## config.mk

```make
export PLATFORM = sky130hd
export DESIGN_NAME = eqh_vec_cell
export DESIGN_NICKNAME = d
export VERILOG_FILES = /design/src/rtl/eqh_pkg.sv /design/src/rtl/eqh_vec_cell.sv
export SDC_FILE = /design/constraint.sdc
export NUM_CORES = 1
export LEC_CHECK = 0
export ABC_CLOCK_PERIOD_IN_PS = 2700
export BUFFER_PORTS_ARGS = -buffer_cell sky130_fd_sc_hd__buf_2
export CORE_MARGIN = 5
export CORE_UTILIZATION = 40
export DETAILED_ROUTE_END_ITERATION = 12
export GPL_ROUTABILITY_DRIVEN = 0
export SYNTH_ARGS = -nofsm -noshare
export SYNTH_HDL_FRONTEND = slang
export SYNTH_SLANG_ARGS = --single-unit
```

## constraint.sdc

```tcl
create_clock -name clock -period 2.7 [get_ports clock]
set_input_delay 0.135 -clock clock [delete_from_list [all_inputs] [get_ports clock]]
set_output_delay 0.135 -clock clock [all_outputs]
set_load 0.05 [all_outputs]
```

## src/rtl/eqh_pkg.sv

```systemverilog
// shared types, constants and elaboration-time constant functions
package eqh_pkg;

   localparam int DEF_ANGLE_BITS    = 32;
   localparam int DEF_CORDIC_STAGES = 30;
   localparam int VEC_FRAC          = 30;
   localparam int VEC_W             = 35;
   localparam int SQRT_STEPS        = 31;
   localparam int SQRT_W            = 62;
   localparam int GMST_LAT          = 4;
   localparam int MUL_LAT           = 5;
   localparam logic [23:0] JD2_EPOCH = 24'd4903091;

   typedef struct packed {
      logic [21:0]        julian_day_number;
      logic [16:0]        seconds_of_day;
      logic [31:0]        right_ascension;
      logic signed [31:0] declination;
   } req_type;

   typedef struct packed {
      logic signed [31:0] altitude;
      logic [31:0]        azimuth;
   } rsp_type;

   typedef enum logic {
      REG_LATITUDE  = 1'b0,
      REG_LONGITUDE = 1'b1
   } csr_reg_type;

   function automatic logic [127:0] udivmod(input logic [63:0] n, input logic [63:0] d);
      logic [64:0] r;
      logic [63:0] q;
      r = '0;
      q = '0;
      for (int i = 63; i >= 0; i--) begin
         r = {r[63:0], n[i]};
         if (r >= {1'b0, d}) begin
            r    = r - {1'b0, d};
            q[i] = 1'b1;
         end
      end
      return {q, r[63:0]};
   endfunction

   function automatic logic [63:0] udiv(input logic [63:0] n, input logic [63:0] d);
      logic [127:0] qr;
      qr = udivmod(n, d);
      return qr[127:64];
   endfunction

   function automatic logic [63:0] divfix(input logic [63:0] num, input logic [63:0] den,
                                          input int bits);
      logic [127:0] qr;
      logic [63:0]  r;
      logic [63:0]  q;
      qr = udivmod(num, den);
      r  = qr[63:0];
      q  = '0;
      for (int i = 0; i < 96; i++) begin
         if (i < bits) begin
            r = r << 1;
            q = q << 1;
            if (r >= den) begin
               r    = r - den;
               q[0] = 1'b1;
            end
         end
      end
      return q;
   endfunction

   function automatic logic [63:0] isqrt64(input logic [63:0] n);
      logic [63:0] nn;
      logic [63:0] r;
      logic [63:0] b;
      nn = n;
      r  = '0;
      b  = 64'd1 << 62;
      for (int k = 0; k < 32; k++) begin
         if (b > nn) b = b >> 2;
      end
      for (int k = 0; k < 32; k++) begin
         if (b != 64'd0) begin
            if (nn >= r + b) begin
               nn = nn - (r + b);
               r  = (r >> 1) + b;
            end else begin
               r = r >> 1;
            end
            b = b >> 2;
         end
      end
      return r;
   endfunction

   // atan(1/n) in q62 by the arctangent series
   function automatic logic [63:0] atan_recip(input logic [63:0] n);
      logic [63:0] p;
      logic [63:0] acc;
      logic [63:0] t;
      logic [63:0] nn;
      p   = udiv(64'd1 << 62, n);
      nn  = n * n;
      acc = '0;
      for (int k = 0; k < 64; k++) begin
         if (p != 64'd0) begin
            t = udiv(p, 64'(2 * k + 1));
            if (k[0]) acc = acc - t;
            else acc = acc + t;
            p = udiv(p, nn);
         end
      end
      return acc;
   endfunction

   // atan(2^-i) in q62, i at least one
   function automatic logic [63:0] atan_pow2(input int i);
      logic [63:0] acc;
      logic [63:0] t;
      logic        done;
      int          e;
      acc  = '0;
      done = 1'b0;
      for (int k = 0; k < 32; k++) begin
         e = i * (2 * k + 1);
         if (e > 62) done = 1'b1;
         if (!done) begin
            t = udiv(64'd1 << (62 - e), 64'(2 * k + 1));
            if (k[0]) acc = acc - t;
            else acc = acc + t;
         end
      end
      return acc;
   endfunction

   // arctangent table entry as a binary angle of ab bits
   function automatic logic [63:0] atan_tab(input int i, input int ab);
      logic [63:0] qpi;
      logic [63:0] t64;
      qpi = 4 * atan_recip(64'd5) - atan_recip(64'd239);
      if (i == 0) t64 = 64'd1 << 61;
      else t64 = divfix(atan_pow2(i), qpi, 61);
      return (t64 + (64'd1 << (63 - ab))) >> (64 - ab);
   endfunction

   // reciprocal of the cordic gain in q30
   function automatic logic [63:0] cordic_kinv(input int stages);
      logic [63:0] p;
      logic [63:0] root;
      p = 64'd1 << 60;
      for (int i = 0; i < 64; i++) begin
         if (i < stages && 2 * i < 64) p = p + (p >> (2 * i));
      end
      root = isqrt64(p);
      return udiv((64'd1 << 60) + (root >> 1), root);
   endfunction

   localparam logic [63:0] K2_DEN = 64'd27 * 64'd1220703125 * 64'd237169;
   localparam logic [63:0] GMST_C0 = divfix(64'd6697374558, 64'd24000000000, 64);
   localparam logic [63:0] GMST_K1 = divfix(64'd2400051336, 64'd1753200000000, 64);
   localparam logic [63:0] GMST_K2 = divfix(64'd12931, K2_DEN, 83);
   localparam logic [63:0] GMST_K3 = divfix(64'd10027379093, 64'd864000000000000, 64);

endpackage

```

## src/rtl/eqh_vec_cell.sv

```systemverilog
// one cordic vectoring-mode micro-rotation with its stage registers
module eqh_vec_cell #(
   parameter int AB    = eqh_pkg::DEF_ANGLE_BITS,
   parameter int STAGE = 0
) (
   input  logic                           clock,
   input  logic                           en,
   input  logic signed [eqh_pkg::VEC_W-1:0] x_i,
   input  logic signed [eqh_pkg::VEC_W-1:0] y_i,
   input  logic signed [AB+1:0]           z_i,
   input  logic                           f_i,
   output logic signed [eqh_pkg::VEC_W-1:0] x_o,
   output logic signed [eqh_pkg::VEC_W-1:0] y_o,
   output logic signed [AB+1:0]           z_o,
   output logic                           f_o
);
   import eqh_pkg::*;

   localparam int ZW = AB + 2;
   localparam logic [63:0] TAB64 = atan_tab(STAGE, AB);
   localparam logic signed [ZW-1:0] TAB = TAB64[ZW-1:0];

   logic signed [VEC_W-1:0] x_ff, x_in, y_ff, y_in;
   logic signed [ZW-1:0]    z_ff, z_in;
   logic                    f_ff;

   always_comb begin
      if (y_i >= 0) begin
         x_in = x_i + (y_i >>> STAGE);
         y_in = y_i - (x_i >>> STAGE);
         z_in = z_i + TAB;
      end else begin
         x_in = x_i - (y_i >>> STAGE);
         y_in = y_i + (x_i >>> STAGE);
         z_in = z_i - TAB;
      end
   end

   always_ff @(posedge clock) begin
      if (en) begin
         x_ff <= x_in;
         y_ff <= y_in;
         z_ff <= z_in;
         f_ff <= f_i;
      end
   end

   assign x_o = x_ff;
   assign y_o = y_ff;
   assign z_o = z_ff;
   assign f_o = f_ff;

endmodule

```

==> impl_metrics.tcl <==
set metrics [dict create \
    die_x_um 162 \
    wl_mm 30.3 \
    grt_antenna_before_repair 0 \
    utilization_pct 55.5 \
    yosysWarningCount 0 \
    vias 9054 \
    cts-buffers-inserted 9 \
    clock_path_buffers 2 \
    synthArstFlopShare_pct 0 \
    synth_area_leaders "edfxtp_1 34%, ha_1 14%, a21oi_1 6.6%, xnor2_1 5.7%, inv_1 4.2%" \
    nFillCells 2111 \
    worstPathArrival_ns 2.67 \
    cp_max_fo 3 \
    cts_tree "done" \
    drtIter0Drc 719 \
    viasPerCell 5.32 \
    track_usage_pct 22.5 \
    p_leak_nw 5.87 \
    dp_worst_setup_slack_ns -0.564 \
    io_pins 212 \
    first_global_vias 8936 \
    syn_area_mm2 0.00928 \
    maxCapViolCount 0 \
    drtAntennaViolNets 0 \
    core_area_mm2 0.0227 \
    overflow 0 \
    yosysUniqueCellTypes 81 \
    synth_cells 1006 \
    setup_slack_ns 0.120 \
    yosysTopAreaCell "edfxtp_1" \
    dp_hpwl_mm 24.3 \
    crit_required_ns 2.79 \
    drc 0 \
    clock-sinks 104 \
    syn_area_per_cell_um2 9.22 \
    cts.clk_slew.worst_paths_ns 0.08 \
    worstSetupPathType "input pin to register" \
    layout_min_cycle_time_ns 2.58 \
    fin_crit_sh_pct 95.6 \
    cp_slowest_cell "fa_1" \
    synth_edf_count 104 \
    port_buffers 211 \
    diodes 0 \
    final_hold_viol_count 0 \
    status "finished clean" \
    ys_seq_elements 104 \
    drive_above_1_share_pct 33.2 \
    setup_viol 0 \
    crit_chain "buf_2, inv_1, buf_4, fa_1, o21bai_1, a21oi_2, o31ai_4, o21ai_4, o211ai_4, a311oi_4, o31ai_4, mux2i_1, xnor2_1" \
    crit_path_frequent_cell "o31ai_4" \
    synth.top_cell.area_share_pct 33.7 \
    dieArea_mm2 0.0263 \
    slew_headroom_pct 58.9 \
    netlist_top_cells_count "122 x a21oi_1, 107 x ha_1, 105 x inv_1, 104 x edfxtp_1, 82 x nor2_1" \
    wl_per_cell_um 17.8 \
    cellPowerDensity_mw_per_mm2 524 \
    ctsHtreeMaxLevel 3 \
    fin_nets 1630 \
    synth_flop_cell "edfxtp_1" \
    hold_class "input pin to register" \
    cp-end-kind "register" \
    slew_viol_final 0 \
    grt_start_max_net_pins 84 \
    yosysSeqAreaShare_pct 33.7 \
    syn_to_final_growth_pct 35.9 \
    grt_pass1_wl_mm 47.4 \
    startpoint_type "input pin" \
    die_h_um 162 \
    worst_pin_slew_ns 0.615 \
    fmax_ghz 0.388 \
    rows 55 \
    firstDrtPassIters 5 \
    ir_worst_vdd_mv 0.336 \
    initial_core_util_pct 40.8 \
    clockRootBuffer "clkbuf_16" \
    max_stage_delay_ns 0.45 \
    synth_most_common_cell "a21oi_1" \
    synth.net_count 1224 \
]
## per-stage QoR
step                      std cells  area (um^2)   TNS (ns)  total power, mW  hold slack (ns)
after floorplan                1006         9280          0             4.15            0.234
after global placement         1654        11900      -5.71             5.20            0.312
after detailed placement       1654        11900      -5.59             5.21            0.313
after CTS                      1700        12500          0             6.59           0.0812
after global routing           1702        12600  -0.000271             6.95           0.0827
final                          1702        12600          0             6.60           0.0934
## critical path, delay by kind of cell
kind                     cells  cell delay (ns)
adder cells (fa/ha/maj)      1             0.45
buffers and inverters        3             0.30
AO/OA/AOI/OAI                7             1.48
XOR/XNOR                     1             0.18
multiplexers                 1             0.12
## layer usage
metal	GRT usage (%)	routed length, um
met1	30.4	13600
met2	36.7	13700
met3	3.78	2250
met4	7.11	741
met5	0	0
## state kept, by name, indices dropped and copies added, names as in the netlist
name / cells
x_o: 35
z_o: 34
y_o: 34
f_o: 1
## worst paths after layout
check	startpoint	to	slack, ns	cells past startpoint
worst min-delay path	z_i[29]	z_o[29]	0.09	2
worst max-delay path	x_i[1]	x_o[30]	0.12	13
## cell usage in the layout, fill, tap and decap left out, types with 11 or more instances in the layout
| cell type | n |
|---|---|
| xnor2_1 | 60 |
| inv_1 | 105 |
| dlygate4sd3_1 | 30 |
| nand2_1 | 48 |
| nor2_1 | 82 |
| nand3_1 | 14 |
| o21ai_0 | 56 |
| o21bai_1 | 27 |
| a21o_1 | 19 |
| buf_2 | 210 |
| a21oi_1 | 120 |
| mux2i_1 | 18 |
| buf_4 | 196 |
| edfxtp_1 | 104 |
| ha_1 | 107 |
| nor3_1 | 16 |
| a211oi_1 | 11 |
## final cells by class
| type | instances | area (um^2) | share of cell area, % |
|---|---|---|---|
| multi-input combinational | 749 | 5560 | 44.1 |
| sequential | 104 | 3120 | 24.8 |
| timing repair buffer | 439 | 2870 | 22.8 |
| inverter | 109 | 409 | 3.25 |
| tap | 285 | 357 | 2.83 |
| clock buffer | 9 | 225 | 1.79 |
| clock inverter | 7 | 58.8 | 0.467 |
## where the power goes
group / leakage, nW / internal [mW] / total [mW] / switching [mW]
logic: 4.71 / 1.09 / 3.12 / 2.03
clock network: 0.139 / 0.645 / 1.33 / 0.686
registers: 1.02 / 2.08 / 2.16 / 0.0733
## cells by family (layout without fill, tap and decap cells)
family	count (synthesis)	count (layout)	synth area share, %
compound gates	340	340	24.2
simple gates	210	210	10.8
buf+inv	153	564	7.50
fa+ha+maj	111	111	15.3
flops	104	104	33.7
xor+xnor	70	70	6.61
mux	18	18	1.94
## timing repair
item,in CTS,in global routing
hold buffers,30,0
endpoints found under the hold margin,30,0
setup buffers,0,2
resized for setup,2,17
cloned,0,0
setup endpoints to repair,2,11
pin swaps,0,6
No activity file was read; power rests on OpenSTA's default activity.
