File: src/rtl/eqh_pkg.sv
// shared types, constants and elaboration-time constant functions
package eqh_pkg;

   localparam int DEF_ANGLE_BITS    = 32;
   localparam int DEF_CORDIC_STAGES = 30;
   localparam int VEC_FRAC          = 30;
   localparam int VEC_W             = 35;
   localparam int SQRT_STEPS        = 31;
   localparam int SQRT_W            = 62;
   localparam int GMST_LAT          = 4;
   localparam int MUL_LAT           = 5;
   localparam logic [23:0] JD2_EPOCH = 24'd4903091;

   typedef struct packed {
      logic [21:0]        julian_day_number;
      logic [16:0]        seconds_of_day;
      logic [31:0]        right_ascension;
      logic signed [31:0] declination;
   } req_type;

   typedef struct packed {
      logic signed [31:0] altitude;
      logic [31:0]        azimuth;
   } rsp_type;

   typedef enum logic {
      REG_LATITUDE  = 1'b0,
      REG_LONGITUDE = 1'b1
   } csr_reg_type;

   function automatic logic [127:0] udivmod(input logic [63:0] n, input logic [63:0] d);
      logic [64:0] r;
      logic [63:0] q;
      r = '0;
      q = '0;
      for (int i = 63; i >= 0; i--) begin
         r = {r[63:0], n[i]};
         if (r >= {1'b0, d}) begin
            r    = r - {1'b0, d};
            q[i] = 1'b1;
         end
      end
      return {q, r[63:0]};
   endfunction

   function automatic logic [63:0] udiv(input logic [63:0] n, input logic [63:0] d);
      logic [127:0] qr;
      qr = udivmod(n, d);
      return qr[127:64];
   endfunction

   function automatic logic [63:0] divfix(input logic [63:0] num, input logic [63:0] den,
                                          input int bits);
      logic [127:0] qr;
      logic [63:0]  r;
      logic [63:0]  q;
      qr = udivmod(num, den);
      r  = qr[63:0];
      q  = '0;
      for (int i = 0; i < 96; i++) begin
         if (i < bits) begin
            r = r << 1;
            q = q << 1;
            if (r >= den) begin
               r    = r - den;
               q[0] = 1'b1;
            end
         end
      end
      return q;
   endfunction

   function automatic logic [63:0] isqrt64(input logic [63:0] n);
      logic [63:0] nn;
      logic [63:0] r;
      logic [63:0] b;
      nn = n;
      r  = '0;
      b  = 64'd1 << 62;
      for (int k = 0; k < 32; k++) begin
         if (b > nn) b = b >> 2;
      end
      for (int k = 0; k < 32; k++) begin
         if (b != 64'd0) begin
            if (nn >= r + b) begin
               nn = nn - (r + b);
               r  = (r >> 1) + b;
            end else begin
               r = r >> 1;
            end
            b = b >> 2;
         end
      end
      return r;
   endfunction

   // atan(1/n) in q62 by the arctangent series
   function automatic logic [63:0] atan_recip(input logic [63:0] n);
      logic [63:0] p;
      logic [63:0] acc;
      logic [63:0] t;
      logic [63:0] nn;
      p   = udiv(64'd1 << 62, n);
      nn  = n * n;
      acc = '0;
      for (int k = 0; k < 64; k++) begin
         if (p != 64'd0) begin
            t = udiv(p, 64'(2 * k + 1));
            if (k[0]) acc = acc - t;
            else acc = acc + t;
            p = udiv(p, nn);
         end
      end
      return acc;
   endfunction

   // atan(2^-i) in q62, i at least one
   function automatic logic [63:0] atan_pow2(input int i);
      logic [63:0] acc;
      logic [63:0] t;
      logic        done;
      int          e;
      acc  = '0;
      done = 1'b0;
      for (int k = 0; k < 32; k++) begin
         e = i * (2 * k + 1);
         if (e > 62) done = 1'b1;
         if (!done) begin
            t = udiv(64'd1 << (62 - e), 64'(2 * k + 1));
            if (k[0]) acc = acc - t;
            else acc = acc + t;
         end
      end
      return acc;
   endfunction

   // arctangent table entry as a binary angle of ab bits
   function automatic logic [63:0] atan_tab(input int i, input int ab);
      logic [63:0] qpi;
      logic [63:0] t64;
      qpi = 4 * atan_recip(64'd5) - atan_recip(64'd239);
      if (i == 0) t64 = 64'd1 << 61;
      else t64 = divfix(atan_pow2(i), qpi, 61);
      return (t64 + (64'd1 << (63 - ab))) >> (64 - ab);
   endfunction

   // reciprocal of the cordic gain in q30
   function automatic logic [63:0] cordic_kinv(input int stages);
      logic [63:0] p;
      logic [63:0] root;
      p = 64'd1 << 60;
      for (int i = 0; i < 64; i++) begin
         if (i < stages && 2 * i < 64) p = p + (p >> (2 * i));
      end
      root = isqrt64(p);
      return udiv((64'd1 << 60) + (root >> 1), root);
   endfunction

   localparam logic [63:0] K2_DEN = 64'd27 * 64'd1220703125 * 64'd237169;
   localparam logic [63:0] GMST_C0 = divfix(64'd6697374558, 64'd24000000000, 64);
   localparam logic [63:0] GMST_K1 = divfix(64'd2400051336, 64'd1753200000000, 64);
   localparam logic [63:0] GMST_K2 = divfix(64'd12931, K2_DEN, 83);
   localparam logic [63:0] GMST_K3 = divfix(64'd10027379093, 64'd864000000000000, 64);

endpackage

File: src/rtl/eqh_rot_cell.sv
// one cordic rotation-mode micro-rotation with its stage registers
module eqh_rot_cell #(
   parameter int AB    = eqh_pkg::DEF_ANGLE_BITS,
   parameter int STAGE = 0
) (
   input  logic                           clock,
   input  logic                           en,
   input  logic signed [eqh_pkg::VEC_W-1:0] x_i,
   input  logic signed [eqh_pkg::VEC_W-1:0] y_i,
   input  logic signed [AB+1:0]           z_i,
   input  logic                           f_i,
   output logic signed [eqh_pkg::VEC_W-1:0] x_o,
   output logic signed [eqh_pkg::VEC_W-1:0] y_o,
   output logic signed [AB+1:0]           z_o,
   output logic                           f_o
);
   import eqh_pkg::*;

   localparam int ZW = AB + 2;
   localparam logic [63:0] TAB64 = atan_tab(STAGE, AB);
   localparam logic signed [ZW-1:0] TAB = TAB64[ZW-1:0];

   logic signed [VEC_W-1:0] x_ff, x_in, y_ff, y_in;
   logic signed [ZW-1:0]    z_ff, z_in;
   logic                    f_ff;

   always_comb begin
      if (z_i >= 0) begin
         x_in = x_i - (y_i >>> STAGE);
         y_in = y_i + (x_i >>> STAGE);
         z_in = z_i - TAB;
      end else begin
         x_in = x_i + (y_i >>> STAGE);
         y_in = y_i - (x_i >>> STAGE);
         z_in = z_i + TAB;
      end
   end

   always_ff @(posedge clock) begin
      if (en) begin
         x_ff <= x_in;
         y_ff <= y_in;
         z_ff <= z_in;
         f_ff <= f_i;
      end
   end

   assign x_o = x_ff;
   assign y_o = y_ff;
   assign z_o = z_ff;
   assign f_o = f_ff;

endmodule

File: config.mk
export PLATFORM = sky130hd
export DESIGN_NAME = eqh_rot_cell
export DESIGN_NICKNAME = d
export VERILOG_FILES = /design/src/rtl/eqh_pkg.sv /design/src/rtl/eqh_rot_cell.sv
export SDC_FILE = /design/constraint.sdc
export NUM_CORES = 1
export LEC_CHECK = 0
export ABC_CLOCK_PERIOD_IN_PS = 11000
export BUFFER_PORTS_ARGS = -buffer_cell sky130_fd_sc_hd__buf_2
export CORE_MARGIN = 4
export CORE_UTILIZATION = 41
export DETAILED_ROUTE_END_ITERATION = 8
export PLACE_DENSITY = 0.72
export SETUP_SLACK_MARGIN = 0.5
export SLEW_MARGIN = 20
export SYNTH_ARGS = -nofsm -noshare
export SYNTH_HDL_FRONTEND = slang
export SYNTH_SLANG_ARGS = --single-unit
File: constraint.sdc
create_clock -name clock -period 11 [get_ports clock]
set_clock_uncertainty 0.2 [all_clocks]
set_input_delay 2.2 -clock clock [delete_from_list [all_inputs] [get_ports clock]]
set_output_delay 2.2 -clock clock [all_outputs]
set_load 0.05 [all_outputs]
==> run summary <==
The tools report the total count of hold-check failures in the final report as 0. The worst path needs 5.80 ns of the cycle, external delays included. After clock tree synthesis, the clock-pin slew on the worst setup and hold paths is 0.08 ns.

Summed over all cells, the static leakage comes to 4.91 nW. Number of cells on the worst hold path: 1. The number of port buffers was 211; the global-route wire length before repair was 42.9 mm. Number of buffers created by CTS: 9. Leaving out fill and tap cells, the most frequent cell in the layout is buf_2. The total power draw was 1.53 mW; the iteration count of the initial detailed-routing pass was 5. Summing every instance area after synthesis gives 0.00928 mm^2.

The flow ran to the end, and the final reports show no timing, DRC or antenna violations. Summed over all nets, the switching power comes to 0.664 mW. The detailed router placed 8476 vias in this run.

The pin count of the biggest net entering global routing came out at 69. For the pin with the worst max-slew slack, the measured transition is 0.917 ns. The max-slew violation count is 0. Setup repair after global routing left no endpoint under its margin. Worst slew slack as a fraction of its limit: 38.8%.

Total number of nets in the final design: 1428. For the number of violations of the max-capacitance limit, the log shows 0. The run gives 8136 as the via count of the first global-routing pass. The critical path starts at z_i[33]. The clock tree synthesis step divided the H-tree into 3 levels. In this run, the number of DRC markers left after iteration 0 of detailed routing was 869.

The peak supply drop was 81.7 uV; the synthesized area divided by synthesized cell count was 9.00 um^2. The layout filler cell count is 2118, and the share of flip-flops with an asynchronous set or reset after synthesis is 0%. Hold path endpoint: f_o$_DFFE_PP_. The tools report the initial antenna violation count as 1. The buffer type at the clock tree root is clkbuf_16. The required arrival time at the worst endpoint is 10.91 ns, and the number of clock sinks is 104. The logs give 42.8% for the proportion of power drawn by combinational gates and 0 for the yosys synthesis warning count.

The logs give 0 for the number of instances resized during post-cts repair and 1480 for the cell count after placement. The area growth from synthesis to layout works out to 16.9%. 212 I/O pins were placed. The flip-flop and latch count after synthesis works out to 104. After detailed routing, the number of remaining DRC violations is 0. The post-CTS setup-driven buffer insertion count is 0. The internal power of the cells totals 0.864 mW.

The die is 158 um tall. TritonCTS built the clock tree. The number of instances in the synthesized netlist came out at 1031.

After synthesis, flip-flops and latches occupy 33.6% of the total area. The startpoint identified for the worst hold timing path is f_i. The run gives 21.3% as the all-layer global routing usage.

The clock passes through at most 2 buffers. The start-to-end type of the worst setup path is in2reg. After floorplanning, the core was divided into 54 placement rows. The number of setup violations in the final report is 0. The area of the placeable core was 0.0220 mm^2; the die width was 158 um.

In the synthesized netlist the dominant register cell turns out to be edfxtp_1. Counting every net in the synthesized netlist gives 1248. The global placer's final weighted congestion was 0.934; the switching part of the total power was 43.4%. The tools report the maximum achievable frequency as 172 MHz. In this run the remaining antenna-violating nets after routing total 0.

The worst hold path belongs to the class in2reg. Die outline area: 0.0251 mm^2. The logs give 22.9% for the clock group share of total power and 0 for the overflow left after global routing.

For the final non-filler cell total, the log shows 1496. The fraction of layout cells with a size suffix above 1 came out at 21.2%. The highest fanout seen on the critical path was 51.

Dividing total power by cell area gives a power density of 141 mW/mm^2. Average wire per cell in the routed design: 18.6 um. The tightest hold path in the finished design has a slack of 1.82 ns. The tools report the startpoint kind of the worst setup timing path as an input pin.

The final clock period utilization by the worst path works out to 52.7%. The number of buffers added to fix hold violations after cts was 0. The synthesized design contains 104 enable-type register cells. The tools report the final HPWL from detailed placement as 21.7 mm. For the count of distinct cell types in the synthesized netlist, the log shows 74. The routed via count divided by cell count is 5.67. The tools report the kind of end point of the critical path as a flip-flop. For this block, the routed nets add up to 27.8 mm of wire.

The data arrival at the endpoint of the critical path came out at 5.71 ns. Summed over all failing endpoints, the final setup total negative slack is 0 ns. The diode insertion count for antenna repair was 0; the portion of total power attributed to sequential cells was 34.3%. In the layout the commonest cells are buf_2 (210), a21oi_1 (119), ha_1 (106).

Once the floorplan was initialized, standard cells occupied 42.1% of the core.
[power by group through the flow]
stage | Clock, mW | Sequential (mW) | Combinational (mW)
after floorplan | 0 | 0.734 | 0.274
after global placement | 0 | 0.533 | 0.644
after detailed placement | 0 | 0.534 | 0.647
after CTS | 0.358 | 0.525 | 0.651
after global routing | 0.374 | 0.530 | 0.699
final | 0.349 | 0.524 | 0.654
[through the flow]
stage	setup WS, ns	area, um^2	util (%)
2_1_floorplan	6.01	9280	-
3_3_place_gp	4.94	10500	47.8
3_5_place_dp	4.85	10500	47.8
4_1_cts	5.24	10900	49.3
5_1_grt	4.96	10900	49.3
6_report	5.20	10900	49.3
[cell usage after synthesis, drive strengths merged, types with 5 or more instances]
master     n  area, um^2
edfxtp   104        3120
buf       20        98.8
mux2i     14         140
or3        9        61.3
nor2      79         297
and3       6        38.8
xnor2     54         473
xor2      16         140
a221oi     5        56.3
nand2b     7        43.8
a31oi      5        37.5
a2111oi    7        67.6
ha       106        1330
nor3      21         110
o211ai     6        45.0
nand3     12        60.1
nor4      12        75.1
o2111ai    5        43.8
a211o      6        52.6
nor2b     13        81.3
o31ai      9        86.3
nand2     56         218
nand4     16         100
and4       5        43.8
a21o      33         248
inv      105         394
clkbuf    26        98.8
o21bai    23         176
o21ai     65         333
a211oi     7        52.6
a21oi    120         604
o21a      11        82.6
[registers in the layout, indices dropped and copies added, names as in the netlist]
| name | count |
|---|---|
| x_o | 35 |
| y_o | 34 |
| z_o | 34 |
| f_o | 1 |
[kinds of logic (layout without fill, tap and decap cells)]
kind of cell,after synthesis,count (layout),share of synthesized area [%]
XOR/XNOR,70,70,6.60
flip-flops,104,104,33.6
AO/OA/AOI/OAI,334,334,23.7
adder cells (fa/ha/maj),110,110,15.1
AND/OR/NAND/NOR,246,246,13.0
multiplexers,14,14,1.51
buffers and inverters,153,338,6.46
[per-layer routing]
layer	vias to the layer above	track usage [%]	routed length, um
li1	4061	-	-
met1	3981	28.1	12000
met2	381	35.7	12800
met3	51	4.48	2300
met4	2	5.65	641
met5	-	0	13
[worst max-delay path by stage]
stage                                    to  depth (start not counted)
after floorplan           x_o[33]$_DFFE_PP_                         11
after global placement    z_o[33]$_DFFE_PP_                         13
after detailed placement  z_o[32]$_DFFE_PP_                         14
after CTS                 z_o[32]$_DFFE_PP_                         14
after global routing      z_o[33]$_DFFE_PP_                         15
final                     z_o[33]$_DFFE_PP_                         15
[layout make-up]
type | count | area (um^2) | area share [%]
Clock buffer | 9 | 225 | 2.07
Clock inverter | 7 | 96.3 | 0.888
Inverter | 107 | 402 | 3.70
Multi-Input combinational cell | 774 | 5570 | 51.3
Sequential cell | 104 | 3120 | 28.8
Tap cell | 280 | 350 | 3.23
Timing Repair Buffer | 215 | 1090 | 10.0
[worst max-delay path, cell delays in order]
cell and delay, ns:
buf_2 0.10, inv_1 0.12, ha_1 0.16, nor4b_1 0.24, nand4_1 0.13, nor3_1 0.41
nor2_4 0.03, buf_4 0.31, inv_2 0.68, buf_4 0.50, ha_1 0.35, a21oi_1 0.16
nor2_1 0.06, nor2_1 0.11, xnor2_1 0.08
Note: power is estimated with default switching activity, not from simulation.
